==> config.mk <==
export PLATFORM = sky130hd
export DESIGN_NAME = line_follow_pid_with_side_switch_top
export DESIGN_NICKNAME = d
export VERILOG_FILES = /design/src/sv/lfp_pkg.sv /design/src/sv/lfp_ctrl.sv /design/src/sv/lfp_datapath.sv /design/src/sv/line_follow_pid_with_side_switch_top.sv
export SDC_FILE = /design/constraint.sdc
export NUM_CORES = 2
export LEC_CHECK = 0
export BUFFER_PORTS_ARGS = -buffer_cell sky130_fd_sc_hd__buf_2
export CAP_MARGIN = 20
export CORE_ASPECT_RATIO = 0.75
export CORE_MARGIN = 1.5
export CORE_UTILIZATION = 60
export DETAILED_ROUTE_END_ITERATION = 8
export GPL_TIMING_DRIVEN = 0
export PLACE_DENSITY = 0.85
export SETUP_SLACK_MARGIN = 0.15
export SYNTH_ARGS = -nofsm -noshare
export SYNTH_HDL_FRONTEND = slang
export SYNTH_SLANG_ARGS = --single-unit
==> constraint.sdc <==
create_clock -name clk -period 7.6 [get_ports clk]
set_clock_uncertainty 0.2 [all_clocks]
set_input_delay 0.38 -clock clk [delete_from_list [all_inputs] [get_ports clk]]
set_output_delay 0.38 -clock clk [all_outputs]
set_load 0.005 [all_outputs]
==> src/sv/lfp_pkg.sv <==
// Package for the line follower PID block: payload types, codes, constants.
package lfp_pkg;

  // Width of the saturating integral accumulator.
  localparam int INTEGRAL_WIDTH = 40;
  // Number of edge changes allowed before the rule stops firing.
  localparam logic [1:0] MAX_CHANGES = 2'd2;
  // Brightness at or below this level counts as dark.
  localparam logic [6:0] DARK_LEVEL = 7'd10;
  // Timer thresholds in microseconds.
  localparam logic [31:0] START_DELAY_US = 32'd6000000;
  localparam logic [31:0] CHANGE_TIME_US = 32'd1000000;
  // Fraction bits of the turn sum, and the shift of the P and D terms into it.
  localparam int TURN_FRAC = 24;
  localparam int PD_SHIFT = 16;
  // Width of the turn sum register.
  localparam int SUM_W = 48;
  // Magnitude of the turn used when the integral term saturates.
  localparam int TURN_SAT = 40000;
  // Integral term magnitude at which the turn saturates (as a bit position).
  localparam int ITERM_LIMIT_BIT = 42;

  // Configuration register indexes.
  typedef enum logic [2:0] {
    CFG_GAIN_P       = 3'd0,
    CFG_GAIN_I       = 3'd1,
    CFG_GAIN_D       = 3'd2,
    CFG_TARGET_LEVEL = 3'd3,
    CFG_BIAS_OFFSET  = 3'd4,
    CFG_PERIOD_SCALE = 3'd5,
    CFG_DRIVE_POWER  = 3'd6
  } lfp_cfg_index_t;

  // One input beat.
  typedef struct packed {
    logic [6:0]  brightness;
    logic [15:0] elapsed_us;
  } lfp_in_t;

  // One result beat.
  typedef struct packed {
    logic signed [15:0] turn_value;
    logic signed [7:0]  power;
    logic               edge_side;
    logic               changing;
  } lfp_out_t;

  // Controller states, one per datapath step.
  typedef enum logic [2:0] {
    ST_IDLE,
    ST_TIMER,
    ST_INTEG,
    ST_DTERM,
    ST_ITERM,
    ST_SUM,
    ST_FINISH
  } lfp_state_t;

  // Step enables from the controller to the datapath.
  typedef struct packed {
    logic load;
    logic timer;
    logic integ;
    logic dterm;
    logic iterm;
    logic sum;
    logic finish;
  } lfp_cmd_t;

endpackage

==> src/sv/lfp_ctrl.sv <==
// Controller state machine that sequences the PID steps and owns the handshakes.
module lfp_ctrl import lfp_pkg::*; (
  input  logic     clk,
  input  logic     rst,
  input  logic     sample_valid,
  output logic     sample_stall,
  output logic     result_valid,
  input  logic     result_stall,
  output lfp_cmd_t cmd
);

  lfp_state_t state;
  lfp_state_t state_next;
  logic       out_free;

  // The output register can take a new beat when empty or being emptied now.
  assign out_free = !result_valid || !result_stall;

  // Next state.
  always_comb begin
    state_next = state;
    unique case (state)
      ST_IDLE:   if (sample_valid) state_next = ST_TIMER;
      ST_TIMER:  state_next = ST_INTEG;
      ST_INTEG:  state_next = ST_DTERM;
      ST_DTERM:  state_next = ST_ITERM;
      ST_ITERM:  state_next = ST_SUM;
      ST_SUM:    state_next = ST_FINISH;
      ST_FINISH: if (out_free) state_next = ST_IDLE;
      default:   state_next = ST_IDLE;
    endcase
  end

  // Step commands and input stall.
  always_comb begin
    cmd = '0;
    sample_stall = 1'b1;
    unique case (state)
      ST_IDLE: begin
        sample_stall = 1'b0;
        cmd.load = sample_valid;
      end
      ST_TIMER:  cmd.timer = 1'b1;
      ST_INTEG:  cmd.integ = 1'b1;
      ST_DTERM:  cmd.dterm = 1'b1;
      ST_ITERM:  cmd.iterm = 1'b1;
      ST_SUM:    cmd.sum = 1'b1;
      ST_FINISH: cmd.finish = out_free;
      default:   cmd = '0;
    endcase
  end

  // State register.
  always_ff @(posedge clk) begin
    if (rst) begin
      state <= ST_IDLE;
    end else begin
      state <= state_next;
    end
  end

  // Output valid: set when a result is written, cleared when it is taken.
  always_ff @(posedge clk) begin
    if (rst) begin
      result_valid <= 1'b0;
    end else if (cmd.finish) begin
      result_valid <= 1'b1;
    end else if (!result_stall) begin
      result_valid <= 1'b0;
    end
  end

`ifndef SYNTHESIS
  // A written result is offered in the next cycle.
  a_finish_valid: assert property (@(posedge clk) disable iff (rst)
    cmd.finish |=> result_valid)
    else $error("result not valid after finish");

  // An accepted beat starts the timer step.
  a_accept_step: assert property (@(posedge clk) disable iff (rst)
    (sample_valid && !sample_stall) |=> (state == ST_TIMER))
    else $error("accepted beat did not start processing");

  // At most one datapath step runs in a cycle.
  a_one_step: assert property (@(posedge clk) disable iff (rst)
    $onehot0({cmd.load, cmd.timer, cmd.integ, cmd.dterm, cmd.iterm, cmd.sum, cmd.finish}))
    else $error("more than one step enabled");

  // A full, stalled output holds the block in its last step.
  a_hold_finish: assert property (@(posedge clk) disable iff (rst)
    (state == ST_FINISH && result_valid && result_stall) |=> (state == ST_FINISH))
    else $error("finish step left while output was blocked");
`endif

endmodule

==> src/sv/lfp_datapath.sv <==
// Datapath: configuration registers, controller state, PID arithmetic, result register.
module lfp_datapath import lfp_pkg::*; (
  input  logic        clk,
  input  logic        rst,
  input  lfp_cmd_t    cmd,
  input  lfp_in_t     sample,
  input  logic        cfg_write,
  input  logic [2:0]  cfg_index,
  input  logic [15:0] cfg_data,
  output lfp_out_t    result
);

  localparam int IW = INTEGRAL_WIDTH;
  // Accumulator width holding the integral plus one 25-bit increment.
  localparam int IACC_W = ((IW > 25) ? IW : 25) + 1;
  // Integral term product width, never narrower than the turn sum.
  localparam int IP_W = ((IW + 16) > SUM_W) ? (IW + 16) : SUM_W;
  localparam logic signed [IW-1:0] IMAX = {1'b0, {(IW-1){1'b1}}};
  localparam logic signed [IW-1:0] IMIN = {1'b1, {(IW-1){1'b0}}};
  localparam logic signed [IACC_W-1:0] IMAX_EXT = IACC_W'(IMAX);
  localparam logic signed [IACC_W-1:0] IMIN_EXT = IACC_W'(IMIN);
  localparam logic signed [IP_W-1:0] ILIM = IP_W'(1) << ITERM_LIMIT_BIT;
  localparam logic signed [SUM_W-1:0] ROUND_ADD = (SUM_W'(1) << TURN_FRAC) - SUM_W'(1);
  localparam logic signed [SUM_W-1:0] SAT_POS = SUM_W'(TURN_SAT);

  // Configuration registers.
  logic signed [15:0] gain_p;
  logic signed [15:0] gain_i;
  logic signed [15:0] gain_d;
  logic [6:0]         target_level;
  logic signed [15:0] bias_offset;
  logic [15:0]        period_scale;
  logic signed [7:0]  drive_power;

  // Controller state carried across beats.
  logic signed [IW-1:0] integral_sum;
  logic signed [8:0]    previous_error;
  logic [31:0]          elapsed_timer;
  logic                 traced_edge;
  logic                 change_active;
  logic [1:0]           changes_done;

  // Working registers of one beat.
  lfp_in_t              sample_reg;
  logic signed [7:0]    diff;
  logic signed [9:0]    ddt;
  logic signed [24:0]   d_prod;
  logic signed [23:0]   p_term;
  logic signed [25:0]   d_term;
  logic signed [IP_W-1:0] i_term;
  logic signed [SUM_W-1:0] total;
  logic                 i_sat;
  logic                 i_neg;

  // Combinational values.
  logic [32:0]          timer_sum;
  logic [31:0]          timer_sat;
  logic                 dark;
  logic signed [7:0]    diff_c;
  logic signed [9:0]    ddt_c;
  logic signed [24:0]   d_prod_c;
  logic [31:0]          elapsed_timer_next;
  logic                 traced_edge_next;
  logic                 change_active_next;
  logic [1:0]           changes_done_next;
  logic signed [IACC_W-1:0] iacc;
  logic signed [IW-1:0] integral_sum_next;
  logic signed [IP_W-1:0] i_term_c;
  logic signed [SUM_W-1:0] pd_sum;
  logic signed [SUM_W-1:0] total_c;
  logic signed [SUM_W-1:0] rounded;
  logic signed [SUM_W-1:0] quotient;
  logic signed [SUM_W-1:0] turn_pre;
  logic signed [SUM_W-1:0] turn_signed;
  logic signed [15:0]      turn_c;

  // Configuration writes; indexes beyond the list are dropped.
  always_ff @(posedge clk) begin
    if (rst) begin
      gain_p       <= '0;
      gain_i       <= '0;
      gain_d       <= '0;
      target_level <= '0;
      bias_offset  <= '0;
      period_scale <= '0;
      drive_power  <= '0;
    end else if (cfg_write) begin
      unique case (cfg_index)
        CFG_GAIN_P:       gain_p       <= cfg_data;
        CFG_GAIN_I:       gain_i       <= cfg_data;
        CFG_GAIN_D:       gain_d       <= cfg_data;
        CFG_TARGET_LEVEL: target_level <= cfg_data[6:0];
        CFG_BIAS_OFFSET:  bias_offset  <= cfg_data;
        CFG_PERIOD_SCALE: period_scale <= cfg_data;
        CFG_DRIVE_POWER:  drive_power  <= cfg_data[7:0];
        default:          gain_p       <= gain_p;
      endcase
    end
  end

  // Timer step: saturating timer, line-change rule, error and its product.
  always_comb begin
    timer_sum = {1'b0, elapsed_timer} + {17'd0, sample_reg.elapsed_us};
    timer_sat = timer_sum[32] ? 32'hFFFF_FFFF : timer_sum[31:0];
    dark = sample_reg.brightness <= DARK_LEVEL;
    diff_c = $signed({1'b0, sample_reg.brightness}) - $signed({1'b0, target_level});
    ddt_c = 10'(diff_c) - 10'(previous_error);
    d_prod_c = diff_c * $signed({1'b0, period_scale});

    elapsed_timer_next = timer_sat;
    traced_edge_next = traced_edge;
    change_active_next = change_active;
    changes_done_next = changes_done;
    if (change_active) begin
      if (timer_sat >= CHANGE_TIME_US) begin
        elapsed_timer_next = '0;
        traced_edge_next = !traced_edge;
        change_active_next = 1'b0;
        if (changes_done != 2'd3) begin
          changes_done_next = changes_done + 2'd1;
        end
      end
    end else if (dark && (changes_done < MAX_CHANGES) && (timer_sat >= START_DELAY_US)) begin
      elapsed_timer_next = '0;
      change_active_next = 1'b1;
    end
  end

  // Integral step: saturating accumulate of the error times the period.
  always_comb begin
    iacc = IACC_W'(integral_sum) + IACC_W'(d_prod);
    if (iacc > IMAX_EXT) begin
      integral_sum_next = IMAX;
    end else if (iacc < IMIN_EXT) begin
      integral_sum_next = IMIN;
    end else begin
      integral_sum_next = iacc[IW-1:0];
    end
  end

  // Integral term product and the Q.24 sum of all terms.
  always_comb begin
    i_term_c = gain_i * integral_sum;
    pd_sum = SUM_W'(p_term) + SUM_W'(d_term);
    total_c = (pd_sum <<< PD_SHIFT) + (SUM_W'(bias_offset) <<< TURN_FRAC)
            + $signed(i_term[SUM_W-1:0]);
  end

  // Final step: truncate toward zero, negate on edge 0, saturate to 16 bits.
  always_comb begin
    rounded = total + (total[SUM_W-1] ? ROUND_ADD : '0);
    quotient = rounded >>> TURN_FRAC;
    if (i_sat) begin
      turn_pre = i_neg ? -SAT_POS : SAT_POS;
    end else begin
      turn_pre = quotient;
    end
    turn_signed = traced_edge ? turn_pre : -turn_pre;
    if (turn_signed > SUM_W'(32767)) begin
      turn_c = 16'sh7FFF;
    end else if (turn_signed < -SUM_W'(32768)) begin
      turn_c = 16'sh8000;
    end else begin
      turn_c = turn_signed[15:0];
    end
  end

  // State carried across beats.
  always_ff @(posedge clk) begin
    if (rst) begin
      integral_sum   <= '0;
      previous_error <= '0;
      elapsed_timer  <= '0;
      traced_edge    <= 1'b0;
      change_active  <= 1'b0;
      changes_done   <= '0;
    end else begin
      if (cmd.timer) begin
        previous_error <= {diff_c[7], diff_c};
        elapsed_timer  <= elapsed_timer_next;
        traced_edge    <= traced_edge_next;
        change_active  <= change_active_next;
        changes_done   <= changes_done_next;
      end
      if (cmd.integ) begin
        integral_sum <= integral_sum_next;
      end
    end
  end

  // Per-beat working registers, one group per step.
  always_ff @(posedge clk) begin
    if (cmd.load) begin
      sample_reg <= sample;
    end
    if (cmd.timer) begin
      diff   <= diff_c;
      ddt    <= ddt_c;
      d_prod <= d_prod_c;
    end
    if (cmd.integ) begin
      p_term <= gain_p * diff;
    end
    if (cmd.dterm) begin
      d_term <= gain_d * ddt;
    end
    if (cmd.iterm) begin
      i_term <= i_term_c;
    end
    if (cmd.sum) begin
      total <= total_c;
      i_sat <= (i_term >= ILIM) || (i_term <= -ILIM);
      i_neg <= i_term[IP_W-1];
    end
    if (cmd.finish) begin
      result.turn_value <= turn_c;
      result.power      <= drive_power;
      result.edge_side  <= traced_edge;
      result.changing   <= change_active;
    end
  end

endmodule

==> src/sv/line_follow_pid_with_side_switch_top.sv <==
// A sample beat is accepted only in the idle state; it then passes the controller's steps
// in order (timer, integral, D term, I term, sum, finish), and a new sample is accepted
// only once the finish step has written its result and the block is back in idle.
// A blocked output holds the block in its finish step until the result is taken.
// Reset (synchronous, active high) clears the configuration registers, the integral, timer,
// error history and edge state; the first edge traced is edge 0.
module line_follow_pid_with_side_switch_top import lfp_pkg::*; (
  input  logic        clk,
  input  logic        rst,
  input  logic        sample_valid,
  output logic        sample_stall,
  input  lfp_in_t     sample,
  output logic        result_valid,
  input  logic        result_stall,
  output lfp_out_t    result,
  input  logic        cfg_write,
  input  logic [2:0]  cfg_index,
  input  logic [15:0] cfg_data
);

  lfp_cmd_t cmd;

  // Step sequencer and handshakes.
  lfp_ctrl u_ctrl (
    .clk          (clk),
    .rst          (rst),
    .sample_valid (sample_valid),
    .sample_stall (sample_stall),
    .result_valid (result_valid),
    .result_stall (result_stall),
    .cmd          (cmd)
  );

  // Arithmetic, state and result register.
  lfp_datapath u_datapath (
    .clk       (clk),
    .rst       (rst),
    .cmd       (cmd),
    .sample    (sample),
    .cfg_write (cfg_write),
    .cfg_index (cfg_index),
    .cfg_data  (cfg_data),
    .result    (result)
  );

endmodule

==> key figures <==
Detailed routing
  • DR pass1 iterations: 8
  • WL met1: 66.5 mm
  • Post-DRT Antenna Nets: 0
  • Vias/cell: 6.04
  • WL met2: 76.7 mm
  • Total number of vias: 48863
  • DRC viols: 0
  • Final wirelength: 178 mm
  • Met3 WL post-DR: 26.0 mm
  • Highest metal used: met5
  • DR WL/cell: 21.9 um
  • Initial drt markers: 5583

Synthesis
  • Post-synth EDFFs: 246
  • Syn Std Cell Area: 0.0587 mm2
  • Syn Nets: 7883
  • Synth unique cells: 90
  • Seq/Total Area, Yosys: 18.8%
  • YS warnings: 0
  • Post-synth ARST share: 0%
  • Synthesized flop and latch total: 429
  • Top FF cell, synth: edfxtp_1
  • Synthesized area per cell: 9.08 um2
  • Gate count of the mapped netlist: 6467

Global route
  • First-pass GRT wire length: 272 mm
  • Overflow after GRT: 0
  • Largest net degree at the start of global routing: 40
  • Global-route total usage across every layer: 35.5%
  • Vias in the first global route: 49288
  • Initial antenna violation count: 14

Place
  • Placed Area: 0.0609 mm2
  • Final RePlAce weighted congestion: 1.04
  • Dpl cells: 7859
  • Hpwl dp: 133 mm
  • Port bufs: 72

Critical path
  • Top cell family by delay on the critical path: adder cells
  • Worst Path Max Fanout: 6
  • Worst path bufs/invs: 7
  • CP Data Required Time: 7.75 ns
  • CP max-delay cell: fa_1
  • Kind of launch point of the worst setup path: flop
  • Setup CP Type: reg2reg
  • CP most frequent cell: inv_2
  • Crit path DAT: 7.76 ns
  • Crit path largest cell delay: 0.55 ns
  • Worst setup EP type: flop

Pwr
  • Power per standard cell area: 121 mW/mm2
  • Worst VDD drop: 210 uV
  • Leak: 30.4 nW

Layout
  • Final non-filler cell area: 0.0656 mm2
  • Non-filler cells, final: 8092
  • Largest regs: u_datapath.i_term x56, u_datapath.total x48, u_datapath.integral_sum x40
  • Fill cell count: 7180
  • Fin nets: 8145
  • Area of the multi-input gates: 0.0435 mm2
  • Most flops, register: u_datapath.i_term
  • Final Util: 67.6%
  • Max reg flops: 56
  • Leading cell type in the layout, fill and taps excluded: inv_1
  • Area Growth Syn to Fin: 11.7%
  • Most frequent cells in the layout: inv_1 (1028), fa_1 (899), nand2_1 (883), ha_1 (438), and2_1 (410)
  • Share of post-route cells with drive strength above 1: 9.21%
  • FF/Latch Area: 0.0111 mm2

STA
  • Final setup viols: 1
  • Hold Violations, Final: 0
  • Final worst slack: -0.00627 ns
  • Final period util: 100%
  • Post-layout min period: 7.61 ns
  • Highest clock rate: 0.131 GHz
  • Slew Limit Fails: 0
  • Slew HR: 18.6%
  • Slew @ Worst Pin: 1.22 ns
  • RSZ-0062 raised after global routing: yes

Run status
  • Failing checks: negative setup slack
  • Status: finished, violations left

Hold path
  • Hold Path Class: in2reg

Die
  • Core Area: 0.0971 mm2
  • Die Y: 274 um
  • Site Rows: 99
  • Initial Util: 60.5%
  • Num ports: 75
  • Die W: 364 um
  • Die area: 0.0998 mm2

Clock tree
  • H-Tree Depth: 2
  • Clock sinks: 429
  • Cts bufs inserted: 45
  • Clock Pin Slew Worst Setup and Hold Paths: 0.07 ns
  • CTS tree: built
  • Max Buffers Root-to-Sink: 3
  • Clk Latency, worst-skew pair: 0.66 ns
  • Root buffer cell: clkbuf_16

Job
  • Max-cap violation count: 0
==> power by group <==
group	switching (mW)	total, mW	internal (mW)
combinational	1.68	2.75	1.07
sequential	0.148	2.77	2.62
clock	1.08	2.39	1.31
total	2.91	7.91	5.00
==> layer usage <==
metal  GRT usage (%)  vias to the layer above
met4            14.7                        8
li1                -                    21257
met5               0                        -
met2            53.5                     3070
met3            13.9                      608
met1            45.8                    23920
==> final cells by class <==
class / instances / area share [%]
Antenna cell: 14 / 0.0534
Buffer: 259 / 3.27
Clock buffer: 58 / 1.93
Clock inverter: 25 / 0.427
Inverter: 1047 / 6.00
Multi-Input combinational cell: 4732 / 66.3
Sequential cell: 429 / 17.0
Tap cell: 1313 / 2.50
Timing Repair Buffer: 215 / 2.54
==> through the flow <==
stage                     setup TNS (ns)  setup WS (ns)  hold WS, ns  total power, mW
final                           -0.00627       -0.00627       0.0292             7.91
after global routing             -0.0914        -0.0914       0.0448             8.25
after CTS                              0         0.0557      0.00995             7.73
after detailed placement          -30.40          -1.72        0.219             5.22
after global placement            -25.67          -1.65        0.212             5.13
after floorplan                        0          0.156        0.206             4.49
==> kinds of logic after synthesis <==
| kind of cell | synth area share (%) |
|---|---|
| compound gates | 10.8 |
| xor+xnor | 4.19 |
| fa+ha+maj | 40.8 |
| buf+inv | 8.37 |
| flops | 18.8 |
| mux | 0.345 |
| simple gates | 16.7 |
==> cells in the mapped netlist (9+ instances only) <==
master	number	share of area [%]
xnor2_1	201	3.0
o21a_1	41	0.52
xor2_1	80	1.2
o211ai_1	13	0.17
and2_1	411	4.4
inv_1	1045	6.7
nor4_1	21	0.22
o31ai_1	18	0.23
o21bai_1	28	0.36
nand3_1	75	0.64
a41oi_1	9	0.13
mux2i_1	18	0.31
a21boi_0	13	0.17
nor2_1	292	1.9
or3_1	30	0.32
a31oi_1	22	0.23
dfxtp_1	183	6.2
nand4_1	23	0.24
a21o_1	87	1.1
and3_1	23	0.24
a2111oi_0	14	0.21
nor3_1	84	0.72
a21oi_1	368	3.1
or2_2	26	0.28
clkbuf_1	244	1.6
nand2b_1	78	0.83
a211o_1	9	0.13
o21ai_0	202	1.7
nor2b_1	55	0.59
edfxtp_1	246	13
o21ai_1	16	0.14
nand2_1	890	5.7
ha_1	457	9.7
fa_1	912	31
a211oi_1	80	1.0
==> final timing paths <==
check             slack (ns)                                       end  depth (start not counted)                                startpoint
setup / recovery      -0.006           u_datapath.i_term[52]$_DFFE_PP_                         28  u_datapath.integral_sum[12]$_SDFFE_PP0P_
hold / removal          0.03  u_datapath.period_scale[13]$_SDFFE_PP0P_                          3                              cfg_data[13]
setup reg to reg      -0.006           u_datapath.i_term[52]$_DFFE_PP_                         28  u_datapath.integral_sum[12]$_SDFFE_PP0P_
hold reg to reg         0.24            u_datapath.result[1]$_DFFE_PP_                          0       u_datapath.traced_edge$_SDFFE_PP0P_
==> worst min-delay path, stage by stage <==
cell and delay (ns):
buf_2 0.26, nand2_1 0.13, a21oi_1 0.06
==> repair_timing <==
action | 4_1_cts | 5_1_grt
setup buffers | 43 | 53
endpoints found under the hold margin | 80 | 0
resized for setup | 411 | 242
endpoints found under the setup margin | 48 | 29
hold buffers | 40 | 0
pin swaps | 24 | 95
(Power assumes the default switching activity.)
